--- config.mk ---
export PLATFORM = sky130hd
export DESIGN_NAME = linear_gain_ramp
export DESIGN_NICKNAME = d
export VERILOG_FILES = /design/src/hw/rtl/lgr_pkg.sv /design/src/hw/rtl/lgr_cfg.sv /design/src/hw/rtl/lgr_div.sv /design/src/hw/rtl/linear_gain_ramp.sv
export SDC_FILE = /design/constraint.sdc
export NUM_CORES = 2
export LEC_CHECK = 0
export BUFFER_PORTS_ARGS = -buffer_cell sky130_fd_sc_hd__buf_2
export CAP_MARGIN = 20
export CORE_MARGIN = 2
export CORE_UTILIZATION = 30
export CTS_BUF_LIST = sky130_fd_sc_hd__clkbuf_4 sky130_fd_sc_hd__clkbuf_8
export DETAILED_ROUTE_END_ITERATION = 16
export PLACE_DENSITY = 0.42
export SLEW_MARGIN = 5
export SYNTH_ARGS = -nofsm -noshare
export SYNTH_HDL_FRONTEND = slang
export SYNTH_SLANG_ARGS = --single-unit
--- constraint.sdc ---
create_clock -name aclk -period 7.2 [get_ports aclk]
set_input_delay 1.44 -clock aclk [delete_from_list [all_inputs] [get_ports aclk]]
set_output_delay 1.44 -clock aclk [all_outputs]
set_load 0.05 [all_outputs]
--- src/hw/rtl/lgr_pkg.sv ---
// lgr_pkg: shared types and constants for the linear gain ramp block.
// Used by every module under hw/rtl; depends on nothing.

package lgr_pkg;

    localparam int MAX_FRAMES_DEF  = 64;
    localparam int VALUE_WIDTH_DEF = 24;
    localparam int FRAC_BITS       = 20;
    localparam int TARGET_W        = 24;
    localparam int COUNT_W         = 7;
    localparam int REM_W           = 24;
    localparam int DIVISOR_W       = 23;
    localparam int CFG_INDEX_W     = 3;
    localparam int CFG_DATA_W      = 23;
    localparam int S_DATA_W        = ((TARGET_W + COUNT_W + 7) / 8) * 8;
    localparam int PROD_W          = 48;

    localparam logic [REM_W-1:0] REM_MAX = '1;

    typedef enum logic [CFG_INDEX_W-1:0] {
        REG_SLOPE_SEL       = 3'd0,
        REG_RATE_STEP       = 3'd1,
        REG_FRAMES_PER_UNIT = 3'd2,
        REG_DURATION        = 3'd3,
        REG_MIN_STEP        = 3'd4,
        REG_GAIN_SCALE      = 3'd5
    } lgr_reg_t;

    typedef enum logic {
        OP_SET_TARGET = 1'b0,
        OP_GET_RAMP   = 1'b1
    } lgr_op_t;

    typedef enum logic {
        MODE_RATE     = 1'b0,
        MODE_DURATION = 1'b1
    } lgr_mode_t;

    typedef enum logic [3:0] {
        ST_IDLE,
        ST_MUL,
        ST_SCALE,
        ST_DIFF,
        ST_PLAN,
        ST_RATE,
        ST_DIV_DUR,
        ST_DIV_MIN,
        ST_EMIT
    } lgr_state_t;

    typedef struct packed {
        logic        slope_sel;
        logic [22:0] rate_step;
        logic [15:0] frames_per_unit;
        logic [15:0] duration_frames;
        logic [22:0] min_step;
        logic [22:0] gain_scale;
    } lgr_cfg_t;

    typedef struct packed {
        logic busy;
        logic done;
    } lgr_div_stat_t;

endpackage

--- src/hw/rtl/lgr_cfg.sv ---
// lgr_cfg: configuration register file of the linear gain ramp.
// Depends on lgr_pkg for the register indexes and the config struct.

module lgr_cfg (
    input  logic                             aclk,
    input  logic                             aresetn,
    input  logic                             cfg_valid,
    output logic                             cfg_ready,
    input  logic [lgr_pkg::CFG_INDEX_W-1:0]  cfg_index,
    input  logic [lgr_pkg::CFG_DATA_W-1:0]   cfg_data,
    output lgr_pkg::lgr_cfg_t                cfg
);

    lgr_pkg::lgr_cfg_t cfg_reg;
    lgr_pkg::lgr_cfg_t cfg_next;

    assign cfg_ready = 1'b1;
    assign cfg       = cfg_reg;

    always_comb begin
        cfg_next = cfg_reg;
        if (cfg_valid) begin
            unique case (cfg_index)
                lgr_pkg::REG_SLOPE_SEL:       cfg_next.slope_sel       = cfg_data[0];
                lgr_pkg::REG_RATE_STEP:       cfg_next.rate_step       = cfg_data[22:0];
                lgr_pkg::REG_FRAMES_PER_UNIT: cfg_next.frames_per_unit = cfg_data[15:0];
                lgr_pkg::REG_DURATION:        cfg_next.duration_frames = cfg_data[15:0];
                lgr_pkg::REG_MIN_STEP:        cfg_next.min_step        = cfg_data[22:0];
                lgr_pkg::REG_GAIN_SCALE:      cfg_next.gain_scale      = cfg_data[22:0];
                default: ;
            endcase
        end
    end

    always_ff @(posedge aclk) begin
        if (!aresetn) begin
            cfg_reg.slope_sel       <= 1'b1;
            cfg_reg.rate_step       <= 23'd1049;
            cfg_reg.frames_per_unit <= 16'd1000;
            cfg_reg.duration_frames <= 16'd480;
            cfg_reg.min_step        <= 23'd105;
            cfg_reg.gain_scale      <= 23'd1048576;
        end else begin
            cfg_reg <= cfg_next;
        end
    end

endmodule

--- src/hw/rtl/lgr_div.sv ---
// lgr_div: restoring unsigned divider, one quotient bit per cycle.
// Depends on lgr_pkg for the divisor width and the status struct.

module lgr_div #(
    parameter int DIVIDEND_W = lgr_pkg::VALUE_WIDTH_DEF + 1
) (
    input  logic                           aclk,
    input  logic                           aresetn,
    input  logic                           start,
    input  logic [DIVIDEND_W-1:0]          dividend,
    input  logic [lgr_pkg::DIVISOR_W-1:0]  divisor,
    output lgr_pkg::lgr_div_stat_t         stat,
    output logic [DIVIDEND_W-1:0]          quotient
);

    localparam int DW    = lgr_pkg::DIVISOR_W;
    localparam int CNT_W = $clog2(DIVIDEND_W + 1);

    logic [DIVIDEND_W-1:0] quot_reg, quot_next;
    logic [DW-1:0]         rem_reg, rem_next;
    logic [DW-1:0]         dvs_reg, dvs_next;
    logic [CNT_W-1:0]      cnt_reg, cnt_next;
    logic                  busy_reg, busy_next;
    logic                  done_reg, done_next;

    logic [DW:0]   shifted;
    logic [DW+1:0] trial;
    logic          fits;

    assign shifted = {rem_reg, quot_reg[DIVIDEND_W-1]};
    assign trial   = {1'b0, shifted} - {2'b00, dvs_reg};
    assign fits    = !trial[DW+1];

    always_comb begin
        quot_next = quot_reg;
        rem_next  = rem_reg;
        dvs_next  = dvs_reg;
        cnt_next  = cnt_reg;
        busy_next = busy_reg;
        done_next = 1'b0;
        if (start && !busy_reg) begin
            quot_next = dividend;
            rem_next  = '0;
            dvs_next  = divisor;
            cnt_next  = CNT_W'(DIVIDEND_W);
            busy_next = 1'b1;
        end else if (busy_reg) begin
            quot_next = {quot_reg[DIVIDEND_W-2:0], fits};
            rem_next  = fits ? trial[DW-1:0] : shifted[DW-1:0];
            cnt_next  = cnt_reg - CNT_W'(1);
            if (cnt_reg == CNT_W'(1)) begin
                busy_next = 1'b0;
                done_next = 1'b1;
            end
        end
    end

    always_ff @(posedge aclk) begin
        if (!aresetn) begin
            busy_reg <= 1'b0;
            done_reg <= 1'b0;
            cnt_reg  <= '0;
        end else begin
            busy_reg <= busy_next;
            done_reg <= done_next;
            cnt_reg  <= cnt_next;
        end
    end

    always_ff @(posedge aclk) begin
        quot_reg <= quot_next;
        rem_reg  <= rem_next;
        dvs_reg  <= dvs_next;
    end

    assign stat.busy = busy_reg;
    assign stat.done = done_reg;
    assign quotient  = quot_reg;

endmodule

--- src/hw/rtl/linear_gain_ramp.sv ---
// Linear gain ramp generator. A set-target transfer (s_tuser 0) scales the target by
// gain_scale and plans a ramp through the MUL, SCALE, DIFF and PLAN states, then RATE in
// constant-rate mode, DIV_DUR in constant-duration mode and also DIV_MIN when the
// minimum-step clamp applies, both using the one-bit-per-cycle shared divider.
// A get-ramp transfer (s_tuser 1) returns min(frame_count, MAX_FRAMES, remaining)
// frame values at one per cycle, unless the output stalls, through a single output
// register, then the block is ready again; a finished ramp or a zero request returns one
// empty result (m_tuser 0). The input is not ready while an item is being worked on.
// Configuration writes are taken at any time and must only be issued while the block is
// idle. Depends on lgr_pkg, lgr_cfg and lgr_div.

module linear_gain_ramp #(
    parameter int MAX_FRAMES  = lgr_pkg::MAX_FRAMES_DEF,
    parameter int VALUE_WIDTH = lgr_pkg::VALUE_WIDTH_DEF,
    localparam int M_DATA_W   = ((VALUE_WIDTH + lgr_pkg::COUNT_W + 7) / 8) * 8
) (
    input  logic                             aclk,
    input  logic                             aresetn,
    input  logic                             s_tvalid,
    output logic                             s_tready,
    // target_value [23:0], frame_count [30:24]
    input  logic [lgr_pkg::S_DATA_W-1:0]     s_tdata,
    // op
    input  logic                             s_tuser,
    output logic                             m_tvalid,
    input  logic                             m_tready,
    // gain_value [VALUE_WIDTH-1:0], frames_done [VALUE_WIDTH+6:VALUE_WIDTH]
    output logic [M_DATA_W-1:0]              m_tdata,
    // has_value
    output logic                             m_tuser,
    output logic                             m_tlast,
    input  logic                             cfg_valid,
    output logic                             cfg_ready,
    input  logic [lgr_pkg::CFG_INDEX_W-1:0]  cfg_index,
    input  logic [lgr_pkg::CFG_DATA_W-1:0]   cfg_data
);

    localparam int VW     = VALUE_WIDTH;
    localparam int WIDE   = VALUE_WIDTH + 16;
    localparam int CW     = lgr_pkg::COUNT_W;
    localparam int RATE_W = VALUE_WIDTH + 17;
    localparam int PW     = lgr_pkg::PROD_W;
    localparam int FB     = lgr_pkg::FRAC_BITS;
    localparam logic signed [WIDE-1:0] VAL_MAX =
        {{(WIDE - VW + 1){1'b0}}, {(VW - 1){1'b1}}};
    localparam logic signed [WIDE-1:0] VAL_MIN =
        {{(WIDE - VW + 1){1'b1}}, {(VW - 1){1'b0}}};
    localparam logic signed [PW-1:0] ROUND_HALF = PW'(1) << (FB - 1);

    function automatic logic [VW-1:0] sat_val(input logic signed [WIDE-1:0] v);
        logic [VW-1:0] r;
        if (v > VAL_MAX) begin
            r = VAL_MAX[VW-1:0];
        end else if (v < VAL_MIN) begin
            r = VAL_MIN[VW-1:0];
        end else begin
            r = v[VW-1:0];
        end
        return r;
    endfunction

    function automatic logic signed [WIDE-1:0] sext(input logic [VW-1:0] v);
        return $signed({{(WIDE - VW){v[VW-1]}}, v});
    endfunction

    lgr_pkg::lgr_cfg_t      cfg;
    lgr_pkg::lgr_div_stat_t div_stat;
    logic                   div_start;
    logic [lgr_pkg::DIVISOR_W-1:0] div_divisor;
    logic [VW:0]            div_quot;

    lgr_cfg u_lgr_cfg (
        .aclk      (aclk),
        .aresetn   (aresetn),
        .cfg_valid (cfg_valid),
        .cfg_ready (cfg_ready),
        .cfg_index (cfg_index),
        .cfg_data  (cfg_data),
        .cfg       (cfg)
    );

    lgr_pkg::lgr_state_t state_reg, state_next;

    logic                          started_reg, started_next;
    logic [VW-1:0]                 goal_reg, goal_next;
    logic [VW-1:0]                 level_reg, level_next;
    logic [VW-1:0]                 step_reg, step_next;
    logic [lgr_pkg::REM_W-1:0]     remaining_reg, remaining_next;
    logic [lgr_pkg::TARGET_W-1:0]  target_reg, target_next;
    logic signed [PW-1:0]          prod_reg, prod_next;
    logic                          neg_reg, neg_next;
    logic [VW:0]                   mag_reg, mag_next;
    logic [RATE_W-1:0]             rate_prod_reg, rate_prod_next;
    logic [CW-1:0]                 n_reg, n_next;
    logic [CW-1:0]                 k_reg, k_next;

    logic                          m_tvalid_reg, m_tvalid_next;
    logic [VW-1:0]                 out_value_reg, out_value_next;
    logic [CW-1:0]                 out_done_reg, out_done_next;
    logic                          out_has_reg, out_has_next;
    logic                          out_last_reg, out_last_next;

    logic [CW-1:0]                 want;
    logic [CW-1:0]                 n_calc;
    logic signed [PW-1:0]          rounded;
    logic signed [PW-1:0]          scaled_full;
    logic [VW-1:0]                 scaled;
    logic signed [VW:0]            diff;
    logic [RATE_W-1:0]             rate_rem;
    logic [WIDE-1:0]               quot_w;
    logic signed [WIDE-1:0]        quot_s;
    logic signed [WIDE-1:0]        min_s;
    logic signed [WIDE-1:0]        rate_s;
    logic [lgr_pkg::DIVISOR_W-1:0] dur_eff;
    logic                          out_free;
    logic                          is_last;

    assign want = (s_tdata[30:24] > CW'(MAX_FRAMES)) ? CW'(MAX_FRAMES) : s_tdata[30:24];
    assign n_calc = (lgr_pkg::REM_W'(want) > remaining_reg) ? remaining_reg[CW-1:0] : want;

    assign rounded     = prod_reg + ROUND_HALF;
    assign scaled_full = rounded >>> FB;
    assign scaled      = sat_val($signed(scaled_full[WIDE-1:0]));

    assign diff     = $signed({goal_reg[VW-1], goal_reg}) - $signed({level_reg[VW-1], level_reg});
    assign rate_rem = rate_prod_reg >> FB;
    assign quot_w   = WIDE'(div_quot);
    assign quot_s   = $signed(quot_w);
    assign min_s    = $signed(WIDE'(cfg.min_step));
    assign rate_s   = $signed(WIDE'(cfg.rate_step));
    assign dur_eff  = (cfg.duration_frames == '0) ? lgr_pkg::DIVISOR_W'(1)
                                                  : lgr_pkg::DIVISOR_W'(cfg.duration_frames);

    assign out_free = !m_tvalid_reg || m_tready;
    assign is_last  = (k_reg == n_reg - CW'(1));
    assign s_tready = (state_reg == lgr_pkg::ST_IDLE);

    always_comb begin
        state_next     = state_reg;
        started_next   = started_reg;
        goal_next      = goal_reg;
        level_next     = level_reg;
        step_next      = step_reg;
        remaining_next = remaining_reg;
        target_next    = target_reg;
        prod_next      = prod_reg;
        neg_next       = neg_reg;
        mag_next       = mag_reg;
        rate_prod_next = rate_prod_reg;
        n_next         = n_reg;
        k_next         = k_reg;
        m_tvalid_next  = m_tvalid_reg && !m_tready;
        out_value_next = out_value_reg;
        out_done_next  = out_done_reg;
        out_has_next   = out_has_reg;
        out_last_next  = out_last_reg;
        div_start      = 1'b0;
        div_divisor    = cfg.min_step;

        unique case (state_reg)
            lgr_pkg::ST_IDLE: begin
                if (s_tvalid) begin
                    if (s_tuser == lgr_pkg::OP_GET_RAMP) begin
                        n_next     = n_calc;
                        k_next     = '0;
                        state_next = lgr_pkg::ST_EMIT;
                    end else begin
                        target_next = s_tdata[lgr_pkg::TARGET_W-1:0];
                        state_next  = lgr_pkg::ST_MUL;
                    end
                end
            end
            lgr_pkg::ST_MUL: begin
                prod_next  = $signed(target_reg) * $signed({1'b0, cfg.gain_scale});
                state_next = lgr_pkg::ST_SCALE;
            end
            lgr_pkg::ST_SCALE: begin
                goal_next = scaled;
                // first target after reset: jump straight there
                if (!started_reg) begin
                    level_next   = scaled;
                    started_next = 1'b1;
                end
                state_next = lgr_pkg::ST_DIFF;
            end
            lgr_pkg::ST_DIFF: begin
                neg_next   = diff[VW];
                mag_next   = diff[VW] ? (VW + 1)'(-diff) : diff;
                state_next = lgr_pkg::ST_PLAN;
            end
            lgr_pkg::ST_PLAN: begin
                if (cfg.slope_sel == lgr_pkg::MODE_RATE) begin
                    step_next      = sat_val((!neg_reg && mag_reg != '0) ? rate_s : -rate_s);
                    rate_prod_next = mag_reg * cfg.frames_per_unit;
                    state_next     = lgr_pkg::ST_RATE;
                end else begin
                    div_start   = 1'b1;
                    div_divisor = dur_eff;
                    state_next  = lgr_pkg::ST_DIV_DUR;
                end
            end
            lgr_pkg::ST_RATE: begin
                remaining_next = (rate_rem > RATE_W'(lgr_pkg::REM_MAX))
                               ? lgr_pkg::REM_MAX : rate_rem[lgr_pkg::REM_W-1:0];
                state_next     = lgr_pkg::ST_IDLE;
            end
            lgr_pkg::ST_DIV_DUR: begin
                if (div_stat.done) begin
                    if (cfg.min_step != '0 && quot_s < min_s) begin
                        // step too small: clamp to the minimum, negative when zero
                        step_next  = sat_val((!neg_reg && div_quot != '0) ? min_s : -min_s);
                        div_start  = 1'b1;
                        state_next = lgr_pkg::ST_DIV_MIN;
                    end else begin
                        step_next      = sat_val(neg_reg ? -quot_s : quot_s);
                        remaining_next = lgr_pkg::REM_W'(dur_eff);
                        state_next     = lgr_pkg::ST_IDLE;
                    end
                end
            end
            lgr_pkg::ST_DIV_MIN: begin
                if (div_stat.done) begin
                    remaining_next = (quot_w > WIDE'(lgr_pkg::REM_MAX))
                                   ? lgr_pkg::REM_MAX : quot_w[lgr_pkg::REM_W-1:0];
                    state_next     = lgr_pkg::ST_IDLE;
                end
            end
            lgr_pkg::ST_EMIT: begin
                if (out_free) begin
                    m_tvalid_next = 1'b1;
                    if (n_reg == '0) begin
                        out_value_next = '0;
                        out_done_next  = '0;
                        out_has_next   = 1'b0;
                        out_last_next  = 1'b1;
                        state_next     = lgr_pkg::ST_IDLE;
                    end else begin
                        out_value_next = level_reg;
                        out_done_next  = n_reg;
                        out_has_next   = 1'b1;
                        out_last_next  = is_last;
                        level_next     = sat_val(sext(level_reg) + sext(step_reg));
                        k_next         = k_reg + CW'(1);
                        if (is_last) begin
                            remaining_next = remaining_reg - lgr_pkg::REM_W'(n_reg);
                            state_next     = lgr_pkg::ST_IDLE;
                        end
                    end
                end
            end
            default: begin
                state_next = lgr_pkg::ST_IDLE;
            end
        endcase
    end

    always_ff @(posedge aclk) begin
        if (!aresetn) begin
            state_reg     <= lgr_pkg::ST_IDLE;
            started_reg   <= 1'b0;
            goal_reg      <= '0;
            level_reg     <= '0;
            step_reg      <= '0;
            remaining_reg <= '0;
            m_tvalid_reg  <= 1'b0;
        end else begin
            state_reg     <= state_next;
            started_reg   <= started_next;
            goal_reg      <= goal_next;
            level_reg     <= level_next;
            step_reg      <= step_next;
            remaining_reg <= remaining_next;
            m_tvalid_reg  <= m_tvalid_next;
        end
    end

    always_ff @(posedge aclk) begin
        target_reg    <= target_next;
        prod_reg      <= prod_next;
        neg_reg       <= neg_next;
        mag_reg       <= mag_next;
        rate_prod_reg <= rate_prod_next;
        n_reg         <= n_next;
        k_reg         <= k_next;
        out_value_reg <= out_value_next;
        out_done_reg  <= out_done_next;
        out_has_reg   <= out_has_next;
        out_last_reg  <= out_last_next;
    end

    lgr_div #(
        .DIVIDEND_W (VW + 1)
    ) u_lgr_div (
        .aclk     (aclk),
        .aresetn  (aresetn),
        .start    (div_start),
        .dividend (mag_reg),
        .divisor  (div_divisor),
        .stat     (div_stat),
        .quotient (div_quot)
    );

    assign m_tvalid = m_tvalid_reg;
    assign m_tdata  = M_DATA_W'({out_done_reg, out_value_reg});
    assign m_tuser  = out_has_reg;
    assign m_tlast  = out_last_reg;

endmodule

==> metrics.cfg <==
[timing]
fin_ws_ns = 0.222
skew_ns = 0.0616
tightest_slew_ns = 1.13
setup_violations = 0
hold_viol_final = 0
fin_crit_sh = 0.969
hold-worst-slack_ns = 0.476
fin_tns_setup_ns = 0
fmax_mhz = 143
rsz0062_at_grt = true
slew_violations = 0
finalCriticalPeriod_ns = 6.98
maxSlewHeadroom = 0.249

[worst_setup_path]
slowest_stage = fa_2
setup.worst_path.end_class = flip-flop
critPathMaxStageDelay_ns = 0.56
cp-start-kind = flip-flop
r2r_setup_slack_ns = 0.22
path_class = reg -> reg
r2r_start = target_reg[16]
path_max_fanout = 8
arrival_ns = 7.54
r2r-end = prod_reg[47]
ff2ff_path_depth = 26
crit_required_ns = 7.76
cp_common_cell = fa_1

[clocking]
htree_levels = 3
cts_buffer_depth = 3
numClockSinks = 429
path_clk_slew_ns = 0.06
clkLatencyLatePin_ns = 0.82
numCtsBuffers = 89
cts_root_buf = clkbuf_8
tritoncts = yes
cts_hold_buf = 0

[yosys]
ys_seq_area_frac = 0.185
ys_ff_latch = 429
syn_area_per_cell_um2 = 8.88
synth_largest_area_cell = fa_1
syn_area_um2 = 57000
synthTopCellsByArea = fa_1 32%, edfxtp_1 10%, dfxtp_1 8.2%
yosys_warnings = 0
synth_enable_flop_cells = 195
yosys.area.top_type_share = 0.318
synth_fp_nets = 7744
async_reset_ff_frac = 0
synth_flop_cell = dfxtp_1
synthDistinctLibCells = 97
synth_cells = 6420

[routing]
ant_nets = 0
firstDrtPassIters = 5
detailroute.via_count = 44000
wire_per_inst_um = 19.8
wl_um = 183000
drcViolationCount = 0
drtIter0Drc = 2446
via_per_inst = 4.75

[worst_hold_path]
min_path_type = reg -> reg
hold_depth = 2
min_from = u_lgr_cfg.cfg[41]
min_to = u_lgr_cfg.cfg[41]

[status]
outcome = complete, no violations

[layout]
drive_gt1_frac = 0.119
syn_to_final_growth_pct = 14.7
stdcell_area_um2 = 65400
largest_reg_flops = 102
finalNonFillerCells = 9254
finalNetCount = 7989

[power_and_ir_drop]
cellPowerDensity_nw_per_um2 = 155
ir_drop_v = 0.000127
cellLeakagePower_nw = 30.2

[grt]
grt_pass1_vias = 46900
grt_antenna_before_repair = 7
grt_usage = 0.193
grt_pass1_wl_um = 286000
grt_start_max_net_pins = 85
gr-total-overflow = 0

[floorplan]
placementRows = 160
die_area_um2 = 194000
start_util = 0.301
die_w_um = 440
io_pins = 101
fp.coreArea_um2 = 190000
fp.dieH_um = 440

[placement]
gp_congestion = 0.864
place_inst = 9061
place_hpwl_um = 148000
placed_area_um2 = 62900
portBuffers = 97
dp_slack_ns = -0.304

[job]
drv_cap = 0

==> critical path, delay by kind of cell (launching register included) <==
kind | cells | cell delay, ns
AO/OA/AOI/OAI | 5 | 0.66
XOR/XNOR | 1 | 0.14
adder cells (fa/ha/maj) | 8 | 3.89
buffers and inverters | 8 | 0.90
flip-flops | 1 | 0.41
AND/OR/NAND/NOR | 4 | 0.74
==> through the flow <==
step / power (mW) / utilization
floorplan: 5.83 / -
global placement: 7.34 / 0.332
detailed placement: 7.35 / 0.332
CTS: 10.2 / 0.342
global route: 11.0 / 0.345
finish: 10.1 / 0.345
==> routing by layer <==
layer	track usage	wire length (µm)	up-vias	part of all wire
li1	-	-	20800	-
met3	0.0179	5840	219	0.032
met4	0.0524	4520	0	0.025
met5	0	0	-	0
met2	0.340	91800	783	0.50
met1	0.250	80800	22200	0.44
==> cell type report <==
| type | count | area [µm²] |
|---|---|---|
| inverters | 1185 | 4450 |
| diodes | 6 | 15.0 |
| fillers | 19800 | 124000 |
| repair buffers | 476 | 4150 |
| multi-input cells | 4484 | 41300 |
| clock buffers | 121 | 1500 |
| flip-flops and latches | 429 | 10500 |
| clock inverters | 42 | 335 |
| well taps | 2511 | 3140 |
==> worst max-delay path by stage <==
stage / from / endpoint / slack, ns / depth (start not counted)
floorplan: target_reg[23] / prod_reg[47] / 0.06 / 22
global placement: target_reg[5] / prod_reg[40] / -0.35 / 25
detailed placement: target_reg[5] / prod_reg[47] / -0.30 / 26
CTS: target_reg[13] / prod_reg[47] / -0.01 / 26
global route: target_reg[15] / prod_reg[47] / -0.05 / 25
finish: target_reg[16] / prod_reg[47] / 0.22 / 26
==> timing repair <==
item,4_1_cts,5_1_grt
pin swaps,9,87
gates cloned,0,2
resized for setup,20,86
setup endpoints to repair,13,19
setup buffers,8,12
==> synthesized netlist by cell type (10+ instances only) <==
library cell and n:
mux2i_1 11, nor4_1 32, fa_1 905, o21bai_1 10, o211ai_1 46, nand2_1 860, ha_1 355, a21boi_0 11
or3_1 24, a311oi_1 12, xnor2_1 138, buf_2 17, and4_1 12, o21ai_0 172, inv_1 1181, and2_1 534
o32ai_1 14, or2_2 12, o31ai_1 40, a211o_1 11, nor2_1 291, xor2_1 83, edfxtp_1 195, mux2_2 30
clkbuf_1 294, o21a_1 35, a211oi_1 24, a21o_1 45, nor2b_1 41, a31oi_1 39, nand4_1 37, nand2b_1 24
nor3b_1 10, o22ai_1 30, nand3_1 93, nor3_1 49, and3_1 24, dfxtp_1 234, o41ai_1 11, a21oi_1 267
o221ai_1 15
==> power breakdown <==
part	internal (mW)	switching, mW	leakage [nW]
Clock	1.47	1.28	0.961
Combinational	1.94	2.55	25.6
Sequential	2.79	0.0928	3.65
Total	6.21	3.92	30.2
==> placed cells by master (no fill, tap or decap), types with 83 or more instances in the layout <==
cell / count
inv_1: 1166
dfxtp_1: 230
and2_1: 525
nand3_1: 93
a21oi_1: 258
xor2_1: 83
edfxtp_1: 195
clkbuf_8: 94
nand2_1: 857
ha_1: 341
xnor2_1: 137
nor2_1: 283
o21ai_0: 166
buf_2: 97
buf_4: 308
fa_1: 894
==> cells by family (layout without fill, tap and decap cells) <==
kind of cell             Yosys count  after routing  share of synthesized area
multiplexers                      41             41                    0.00785
other                              2              8                   0.000132
AND/OR/NAND/NOR                 2086           2086                      0.178
adder cells (fa/ha/maj)         1260           1260                      0.396
XOR/XNOR                         221            221                     0.0339
AO/OA/AOI/OAI                    874            874                     0.0991
buffers and inverters           1507           1824                      0.100
flip-flops                       429            429                      0.185
Power figures use the tool's default switching activity.
